[config.mk]
export PLATFORM = sky130hd
export DESIGN_NAME = nfst_front
export DESIGN_NICKNAME = d
export VERILOG_FILES = /design/src/rtl/nfst_pkg.sv /design/src/rtl/nfst_front.sv
export SDC_FILE = /design/constraint.sdc
export NUM_CORES = 1
export LEC_CHECK = 0
export ABC_AREA = 0
export BUFFER_PORTS_ARGS = -buffer_cell sky130_fd_sc_hd__clkbuf_2
export CORE_ASPECT_RATIO = 0.6
export CORE_UTILIZATION = 30
export CTS_BUF_LIST = sky130_fd_sc_hd__clkbuf_8
export DETAILED_ROUTE_END_ITERATION = 12
export PLACE_DENSITY = 0.6
export SLEW_MARGIN = 20
export SYNTH_ARGS = -nofsm -noshare
export SYNTH_HDL_FRONTEND = slang
export SYNTH_SLANG_ARGS = --single-unit
[constraint.sdc]
create_clock -name i_clk -period 2.8 [get_ports i_clk]
set_clock_uncertainty 0.15 [all_clocks]
set_input_delay 0.14 -clock i_clk [delete_from_list [all_inputs] [get_ports i_clk]]
set_output_delay 0.14 -clock i_clk [all_outputs]
set_load 0.01 [all_outputs]
[src/rtl/nfst_pkg.sv]
package nfst_pkg;

    // request fields as they stand on the ports
    localparam int MODE_W   = 2;
    localparam int FD_W     = 20;
    localparam int IDX_OUT_W = 10;

    // request modes on the input channel
    localparam logic [MODE_W-1:0] MODE_INSERT = 2'd0;
    localparam logic [MODE_W-1:0] MODE_FIND   = 2'd1;
    localparam logic [MODE_W-1:0] MODE_DELETE = 2'd2;

    // classified operation carried through the queue
    typedef logic [1:0] t_op;
    localparam t_op OP_INSERT = 2'd0;
    localparam t_op OP_FIND   = 2'd1;
    localparam t_op OP_DELETE = 2'd2;
    localparam t_op OP_NONE   = 2'd3;

    // head of the request queue as seen by the back end
    typedef struct packed {
        logic valid;
        t_op  op;
    } t_q_head;

endpackage

[src/rtl/nfst_front.sv]
module nfst_front #(
    parameter int VALUE_BITS = 20
) (
    input  logic                     i_clk,
    input  logic                     i_rst_n,
    input  logic                     i_valid,
    output logic                     o_ready,
    input  logic [nfst_pkg::MODE_W-1:0] i_mode,
    input  logic [nfst_pkg::FD_W-1:0]   i_fd_value,
    input  logic                     i_clearing,
    input  logic                     i_pop,
    output nfst_pkg::t_q_head        o_head,
    output logic [VALUE_BITS-1:0]    o_q_value
);
    import nfst_pkg::*;

    t_op                   op_cls;
    logic [31:0]           fd_ext;
    logic                  push;
    logic                  pop;

    t_op                   r_q_op  [2];
    logic [VALUE_BITS-1:0] r_q_val [2];
    logic                  r_wp;
    logic                  r_rp;
    logic [1:0]            r_cnt;

    // classify the beat
    always_comb begin
        unique case (i_mode)
            MODE_INSERT: op_cls = OP_INSERT;
            MODE_FIND:   op_cls = OP_FIND;
            MODE_DELETE: op_cls = OP_DELETE;
            default:     op_cls = OP_NONE;
        endcase
    end

    assign fd_ext  = 32'(i_fd_value);
    assign o_ready = !i_clearing && (r_cnt != 2'd2);
    assign push    = i_valid && o_ready;
    assign pop     = i_pop && (r_cnt != 2'd0);

    always_ff @(posedge i_clk) begin
        if (push) begin
            r_q_op[r_wp]  <= op_cls;
            r_q_val[r_wp] <= fd_ext[VALUE_BITS-1:0];
        end
    end

    always_ff @(posedge i_clk) begin
        if (!i_rst_n) begin
            r_wp  <= 1'b0;
            r_rp  <= 1'b0;
            r_cnt <= 2'd0;
        end else begin
            if (push) r_wp <= ~r_wp;
            if (pop)  r_rp <= ~r_rp;
            if (push && !pop)      r_cnt <= r_cnt + 2'd1;
            else if (pop && !push) r_cnt <= r_cnt - 2'd1;
        end
    end

    assign o_head.valid = (r_cnt != 2'd0);
    assign o_head.op    = r_q_op[r_rp];
    assign o_q_value    = r_q_val[r_rp];

endmodule

Yosys cells after proc, flatten, opt, wreduce, memory -nomap -nowiden --
Memories as Yosys holds them, arrays and structs flattened. A register that Yosys moved wholly into a read port is not among the register bits. Index checks and enable logic that the tools add are counted.
Word-level totals: register bits 4, bits in latches 0, RAM bits 44, memory bits (read-only) 0, bits of input ports 27, output and inout port bits 24, logic and storage cells 32, memories kept 2
Cells by class: add/subtract/negate cells 2, multiply operators 0, div/mod/pow operators 0, magnitude comparators 0, eq/ne operators 3, shift-type cells 0, muxes and demuxes 9, bitwise logic cells 2, reduce and logical (&&, ||, !) cells 11
Memory list:
- r_q_val | depth 2, bits a word 20, read ports 1, clocked after Yosys merged registers in 1, write ports 1, line nfst_front.sv:23 | logic [VALUE_BITS-1:0] r_q_val [2];
- r_q_op | depth 2, bits a word 2, read ports 1, clocked after Yosys merged registers in 1, write ports 1, line nfst_front.sv:22 | t_op r_q_op [2];
Operator list (count):
- two-way mux 1 bit | 6
- one-hot mux 2 bit (3 select lines) | 1
- logical AND 1 bit | 5
- two-way mux 2 bit | 2
- nonzero test 2 bit | 2
- logical NOT 1 bit | 3
- adder 2 x 1 -> 2 bit (second input constant) | 1
- equality test 2 x 1 -> 1 bit (second input constant) | 1
- equality test 2 bit (second input constant) | 1
- logical NOT 2 bit | 1
- != test 2 bit (second input constant) | 1
- inverter 1 bit | 2
- subtractor 2 x 1 -> 2 bit (second input constant) | 1

Logic depth before layout (Yosys ltp) --
Gate-level depths: netlist (run 1).
word-level depth 7, depth in mapped cells 6, gate-level depth less buffers 6

Worst setup path before layout (run 1) --
No wires, ideal clock.
kind reg2reg, from reg r_cnt[0], to mem r_q_op[0][0] (netlist bit), enable pin, library setup time 0.403 ns, arrival 1.782 ns, required time 2.247 ns, slack 0.465 ns, stages on the path, launching flop included 4, buffers on the path 0, clock period less this slack 2.335 ns, cells stage by stage dfxtp_1 nor2b_1 nor3b_2 nor2b_1
Between the ends: longest elaborated chain between the ends 5
RTL lines:
- from (decl) | line nfst_front.sv:26 | logic [1:0] r_cnt;
- from (signal assigned) | line nfst_front.sv:58 | if (push && !pop) r_cnt <= r_cnt + 2'd1;
- from (signal assigned) | line nfst_front.sv:59 | else if (pop && !push) r_cnt <= r_cnt - 2'd1;
- != test 2 bit | line nfst_front.sv:39 | assign o_ready = !i_clearing && (r_cnt != 2'd2);
- logical AND 1 bit | line nfst_front.sv:39
- logical AND 1 bit | line nfst_front.sv:40 | assign push = i_valid && o_ready;
- net push | line nfst_front.sv:19 | logic push;
- two-way mux 1 bit | line nfst_front.sv:44 | if (push) begin
- two-way mux 1 bit (implied by the code) | line nfst_front.sv:45 | r_q_op[r_wp] <= op_cls;
- to (decl) | line nfst_front.sv:22
The timed path passes the listed nets, and every way through them passes these cells.

Worst setup path after layout (run 1) --
from reg r_cnt[0], to reg r_cnt[1]
Between the ends: longest elaborated chain between the ends 6, elaborated cells on any way between the ends 14, those cells by class add/sub: 2; eq/ne: 1; mux: 2; reduce/logical: 9
RTL lines (line):
- != test 2 bit * | nfst_front.sv:39
- logical AND 1 bit * | nfst_front.sv:39
- logical AND 1 bit * | nfst_front.sv:40
- net push | nfst_front.sv:19
- logical NOT 1 bit | nfst_front.sv:59
- logical AND 1 bit | nfst_front.sv:59
- nonzero test 2 bit (no source line)
Mark *: on every way through the listed nets, which the timed path passes. The rest lies on a longest branch. The select of a mux whose other input is x is not followed. A chain may end at the register's enable or synchronous reset.

==> out/results.txt, run 1 <==
status -> finished clean
Levels on crit path -> 5
antenna violations before repair -> 0
Clock Tree Buf Depth -> 2
Hold Crit Class -> in -> reg
diode count -> 0
die area -> 0.006424 sq mm
1st-iter DRT viols -> 18
root buf cell -> clkbuf_8
Register Area -> 0.001421 sq mm
Filler Cells Inserted -> 560
remaining antenna violation count -> 0
WP data required -> 2880 ps
Crit. End Element -> flip-flop
Final setup viols -> 0
fin crit share -> 65.90%
reg2reg start -> r_cnt[0]
Gate Count Post-Synth -> 95
syn avg cell area -> 19.26 sq um
Fmax -> 0.5419 GHz
area delta synth->final -> 37.96%
cell count of the worst hold path -> 3
top-count cell post-synth -> edfxtp_1
H-tree depth -> 2
synth top area cells -> edfxtp_1 (72%), mux2_2 (14%), dfxtp_1 (5.5%)
critical path's top delay family -> simple AND/OR/NAND/NOR gates
largest net degree at the start of global routing -> 23
sequential element share of the synthesized area -> 77.70%
Skew-Pair Late Insertion Delay -> 290 ps
Clock transition at path regs -> 80 ps
routability cong. -> 0.7120
Post-Syn Nets -> 123
via/cell ratio -> 4.133
Synth Register Bits -> 49
MaxCap Viol Count -> 0
PortBufs -> 50
WP data arrival -> 1920 ps
unrepaired setup endpoints after global routing -> no
Setup crit start kind -> flip-flop
final hold slack -> 26.63 ps
routed vias -> 1,054
num rows -> 21
routed len/inst -> 12.70 microns
Routed WL -> 3.239 mm
Slew @ Worst Pin -> 327.1 ps
relative slew slack -> 78.10%
library cells used by synthesis -> 20
aggregate global routing overflow -> 0
total core area -> 0.005728 sq mm
Die W -> 102.8 microns
CTS Buf Count -> 5
initial core utilization -> 31.94%
Worst Hold Path EP -> r_wp
Primary FF master, synth -> edfxtp_1
multi-input logic area -> 392.9 sq um
ys async rst share -> 0%
CP startpoint -> r_cnt[0]
CP max-delay cell -> dfxtp_1
hpwl dp -> 2.185 mm
setup bufs post-CTS -> 0
HP Start -> i_clearing
Final Critical Period -> 1845 ps
maximum VDD drop -> 0.3364 mV
Critical R2R Capture -> r_cnt[1]
Post-synth EDFFs -> 44
Final Hold Viols -> 0
TritonRoute pass-1 iters -> 4
Die Ht -> 62.49 microns
PD cells -> 755.2 mW/mm^2
CTS tree -> done
mapped cell area -> 0.001829 sq mm
setup TNS -> 0 ps
Post-route DRC -> 0
worst stage delay on the critical path -> 420 ps
most instantiated cells after synthesis -> edfxtp_1 (44), mux2_2 (22), dfxtp_1 (5), and2_1 (4)
global-route usage over all layers -> 10.67%
I/O pins -> 51
Slew Limit Fails -> 0
total power -> 1.906 mW
Sink Count -> 49
worst setup path category -> reg -> reg
synth warn -> 0
layout cells sized above 1 -> 48.00%
R2R setup slack -> 950 ps
share of the synthesized area in the top cell type -> 72.23%
vias in the first global route -> 1,122
CP Max Fanout -> 5
leading area contributor after synthesis -> edfxtp_1
first-pass GRT wire length -> 4.926 mm
worst path bufs/invs -> 0
leakage power -> 0.9617 nW
net count reported at finish -> 202
crit-path cells -> nor2b_1, nor3b_2, ha_1, or3_1, a21boi_1
cell count of the worst reg-to-reg path -> 5
-- layout make-up --
class                      instances  area share, %
clock buffer                       5          2.727
multi-input combinational         42          15.57
timing repair buffer              76          19.93
tap                               80          3.966
clock inverter                     3          1.487
sequential                        49          56.32
-- how the worst max path moves through the flow --
stage,endpoint
floorplan,r_q_op[0][0]
global placement,r_cnt[1]
detailed placement,r_cnt[1]
CTS,r_cnt[1]
global route,r_cnt[1]
finish,r_cnt[1]
-- cell usage in the layout (no fill, tap or decap), drive strengths merged --
| cell | synthesis | routed |
|---|---|---|
| or3 | 1 | 1 |
| bufinv | 0 | 1 |
| mux2 | 22 | 22 |
| inv | 0 | 1 |
| nand2 | 1 | 1 |
| edfxtp | 44 | 44 |
| nor2 | 1 | 1 |
| clkbuf | 2 | 55 |
| or2 | 1 | 1 |
| and2 | 4 | 4 |
| buf | 2 | 3 |
| dlygate4sd3 | 0 | 23 |
| xnor2 | 2 | 2 |
| nor3b | 1 | 1 |
| mux2i | 1 | 1 |
| ha | 1 | 1 |
| dfxtp | 5 | 5 |
| a21boi | 1 | 1 |
| nor2b | 2 | 2 |
| o21ai | 2 | 2 |
| nand2b | 1 | 1 |
| clkinv | 0 | 1 |
| xor2 | 1 | 1 |
-- repair_timing --
item / in CTS / in global routing
gates resized for setup: 0 / 0
endpoints found under the hold margin: 48 / 0
hold buffers: 23 / 0
-- sequential cells by signal, summed over array words and instances (netlist names), named ones only --
register / flops
r_wp: 1
r_rp: 1
r_cnt: 2
r_q_val: 40
r_q_op: 4
-- kinds of logic (layout without fill, tap and decap cells) --
| logic type | after synthesis | in the layout | synth area share [%] |
|---|---|---|---|
| compound gates | 3 | 3 | 0.9572 |
| xor+xnor | 3 | 3 | 1.437 |
| fa+ha+maj | 1 | 1 | 0.6839 |
| buf+inv | 4 | 84 | 0.9578 |
| flops | 49 | 49 | 77.70 |
| mux | 23 | 23 | 14.09 |
| simple gates | 12 | 12 | 4.172 |
-- power breakdown --
part / internal [mW] / total, mW / switching (mW)
combinational: 0.272 / 0.524 / 0.252
sequential: 0.880 / 0.911 / 0.0314
clock: 0.260 / 0.471 / 0.211
-- worst min-delay path, delay by kind of cell --
family,cells,cell delay (ps)
muxes,1,120
and+or+nand+nor,1,60
buffers and inverters,1,100
-- stage by stage --
| stage | setup slack (ps) | instances | utilization [%] | cell area [sq um] |
|---|---|---|---|---|
| final | 954.8 | 255 | 44.06 | 2524 |
| after global routing | 842.0 | 255 | 44.06 | 2524 |
| after global placement | 1073 | 224 | 38.18 | 2187 |
| after detailed placement | 966.4 | 224 | 38.18 | 2187 |
| after CTS | 947.7 | 255 | 44.06 | 2524 |
| after floorplan | 464.7 | 95 | - | 1829 |
-- metal layers --
layer / track usage [%] / wire (microns)
met5: 0 / 0
met4: 4.225 / 36
met3: 4.139 / 199
met2: 17.75 / 1556
met1: 12.29 / 1446
No activity file was read; power rests on OpenSTA's default activity.
==> run 2: changes to the inputs <==
==> constraint.sdc (replaced) <==
create_clock -name i_clk -period 1.8 [get_ports i_clk]
set_clock_uncertainty 0.15 [all_clocks]
set_input_delay 0.09 -clock i_clk [delete_from_list [all_inputs] [get_ports i_clk]]
set_output_delay 0.09 -clock i_clk [all_outputs]
set_load 0.01 [all_outputs]
==> run 2 against run 1 <==
Core utilization increased by 1.1 points. Sequential share of layout area decreased by 1.3 points. First-iteration DRC count decreased by 44%. Routed wire length increased by 3.2%. Clock-buffer cell count unchanged. Critical path depth unchanged. Die area unchanged. Sequential power increased by 57%. Final cell count increased by 1.2%. Final area increased by 2.6%.
==> out/results.txt, run 2 (synthesized netlist as in run 1, its figures left out) <==
routed vias -> 1,068
worst setup path category -> reg -> reg
most common cell after layout, fill and taps aside -> clkbuf_2
Final setup viols -> 0
CTS Buf Count -> 5
Crit. End Element -> flip-flop
routed len/inst -> 12.95 microns
total core area -> 0.005728 sq mm
Routed WL -> 3.342 mm
worst stage delay on the critical path -> 380 ps
diode count -> 0
Die Ht -> 62.49 microns
WP data required -> 1870 ps
maximum VDD drop -> 0.4509 mV
die area -> 0.006424 sq mm
TritonRoute pass-1 iters -> 4
area delta synth->final -> 41.52%
Levels on crit path -> 5
most frequent cells in the layout -> clkbuf_2 (50), edfxtp_1 (44), dlygate4sd3_1 (23)
first-pass GRT wire length -> 5.119 mm
vias in the first global route -> 1,133
Final Critical Period -> 1690 ps
Top reg by flops -> r_q_val
Fmax -> 0.5916 GHz
MaxCap Viol Count -> 0
CTS tree -> done
Clock transition at path regs -> 80 ps
Hold Crit Class -> in -> reg
Sink Count -> 49
pre-CTS WS -> 67.20 ps
layout cells sized above 1 -> 51.69%
status -> finished clean
hpwl dp -> 2.260 mm
leakage power -> 0.9903 nW
remaining antenna violation count -> 0
Die W -> 102.8 microns
met3 usage -> 4.139%
I/O pins -> 51
critical path's top delay family -> simple AND/OR/NAND/NOR gates
Setup crit start kind -> flip-flop
Skew-Pair Late Insertion Delay -> 290 ps
relative slew slack -> 83.63%
net count reported at finish -> 205
aggregate global routing overflow -> 0
crit-path cells -> nor2b_4, nor3b_2, ha_1, or3_1, a21boi_1
Clock Tree Buf Depth -> 2
root buf cell -> clkbuf_8
PD cells -> 1180 mW/mm^2
largest net degree at the start of global routing -> 23
1st-iter DRT viols -> 10
met1 usage -> 12.90%
Slew Limit Fails -> 0
Regs by FF count -> r_q_val x40, r_q_op x4, r_cnt x2
CP Max Fanout -> 5
H-tree depth -> 2
cell count of the worst hold path -> 4
met2 GRT Util -> 18.83%
initial core utilization -> 31.94%
Filler Cells Inserted -> 518
via/cell ratio -> 4.140
cell count of the worst reg-to-reg path -> 5
multi-input logic area -> 406.6 sq um
Final Hold Viols -> 0
Register Area -> 0.001424 sq mm
worst path bufs/invs -> 0
CP max-delay cell -> or3_1
max reg flops -> 40
num rows -> 21
post-layout util -> 45.19%
total power -> 3.055 mW
global-route usage over all layers -> 11.04%
antenna violations before repair -> 0
routability cong. -> 0.6726
final worst slack -> 109.7 ps
PortBufs -> 50
fin crit share -> 93.91%
Slew @ Worst Pin -> 243.9 ps
grt peak-use layer -> met2
Post-route DRC -> 0
WP data arrival -> 1760 ps
==> run 2: final cells by class <==
| type | instances | area share [%] |
|---|---|---|
| Sequential cell | 49 | 55.00 |
| Timing Repair Buffer | 79 | 21.27 |
| Multi-Input combinational cell | 42 | 15.71 |
| Clock buffer | 5 | 2.658 |
| Clock inverter | 3 | 1.498 |
| Tap cell | 80 | 3.867 |
==> run 2: worst paths after layout <==
kind,startpoint,slack [ps],endpoint
hold reg to reg,r_cnt[1],360,r_cnt[1]
setup reg to reg,r_cnt[1],110,r_cnt[1]
hold / removal,i_clearing,80,r_wp
setup / recovery,r_cnt[1],110,r_cnt[1]
==> run 2: power breakdown <==
part           internal (mW)  switching [mW]  leakage [nW]
Sequential              1.37          0.0615         0.445
Combinational          0.478           0.407         0.486
Clock                  0.406           0.329        0.0593
==> run 2: repair_timing <==
| action | 4_1_cts | 5_1_grt |
|---|---|---|
| buffers inserted | 0 | 1 |
| setup endpoints to repair | 0 | 1 |
| endpoints found under the hold margin | 49 | 0 |
| hold buffers | 23 | 0 |
| gates resized for setup | 0 | 4 |
==> run 2: per-layer routing <==
layer  routed length (microns)  up-vias
met5                         0        -
met4                        29        0
met3                       207        4
met2                      1651       37
met1                      1453      507
li1                          -      520
==> run 2: tightest hold or removal path, cell delays in order <==
cell and delay (ps):
clkbuf_2 100, nor3b_2 50, buf_4 130, mux2i_1 100
==> run 2: per-stage QoR <==
stage | instances | instance area [sq um] | TNS, ps | hold slack (ps)
finish | 258 | 2589 | 0 | 83.83
global route | 258 | 2589 | -1.782 | 83.85
CTS | 257 | 2571 | 0 | 78.00
detailed placement | 226 | 2233 | 0 | 133.7
global placement | 226 | 2233 | 0 | 128.8
floorplan | 95 | 1838 | 0 | 38.87
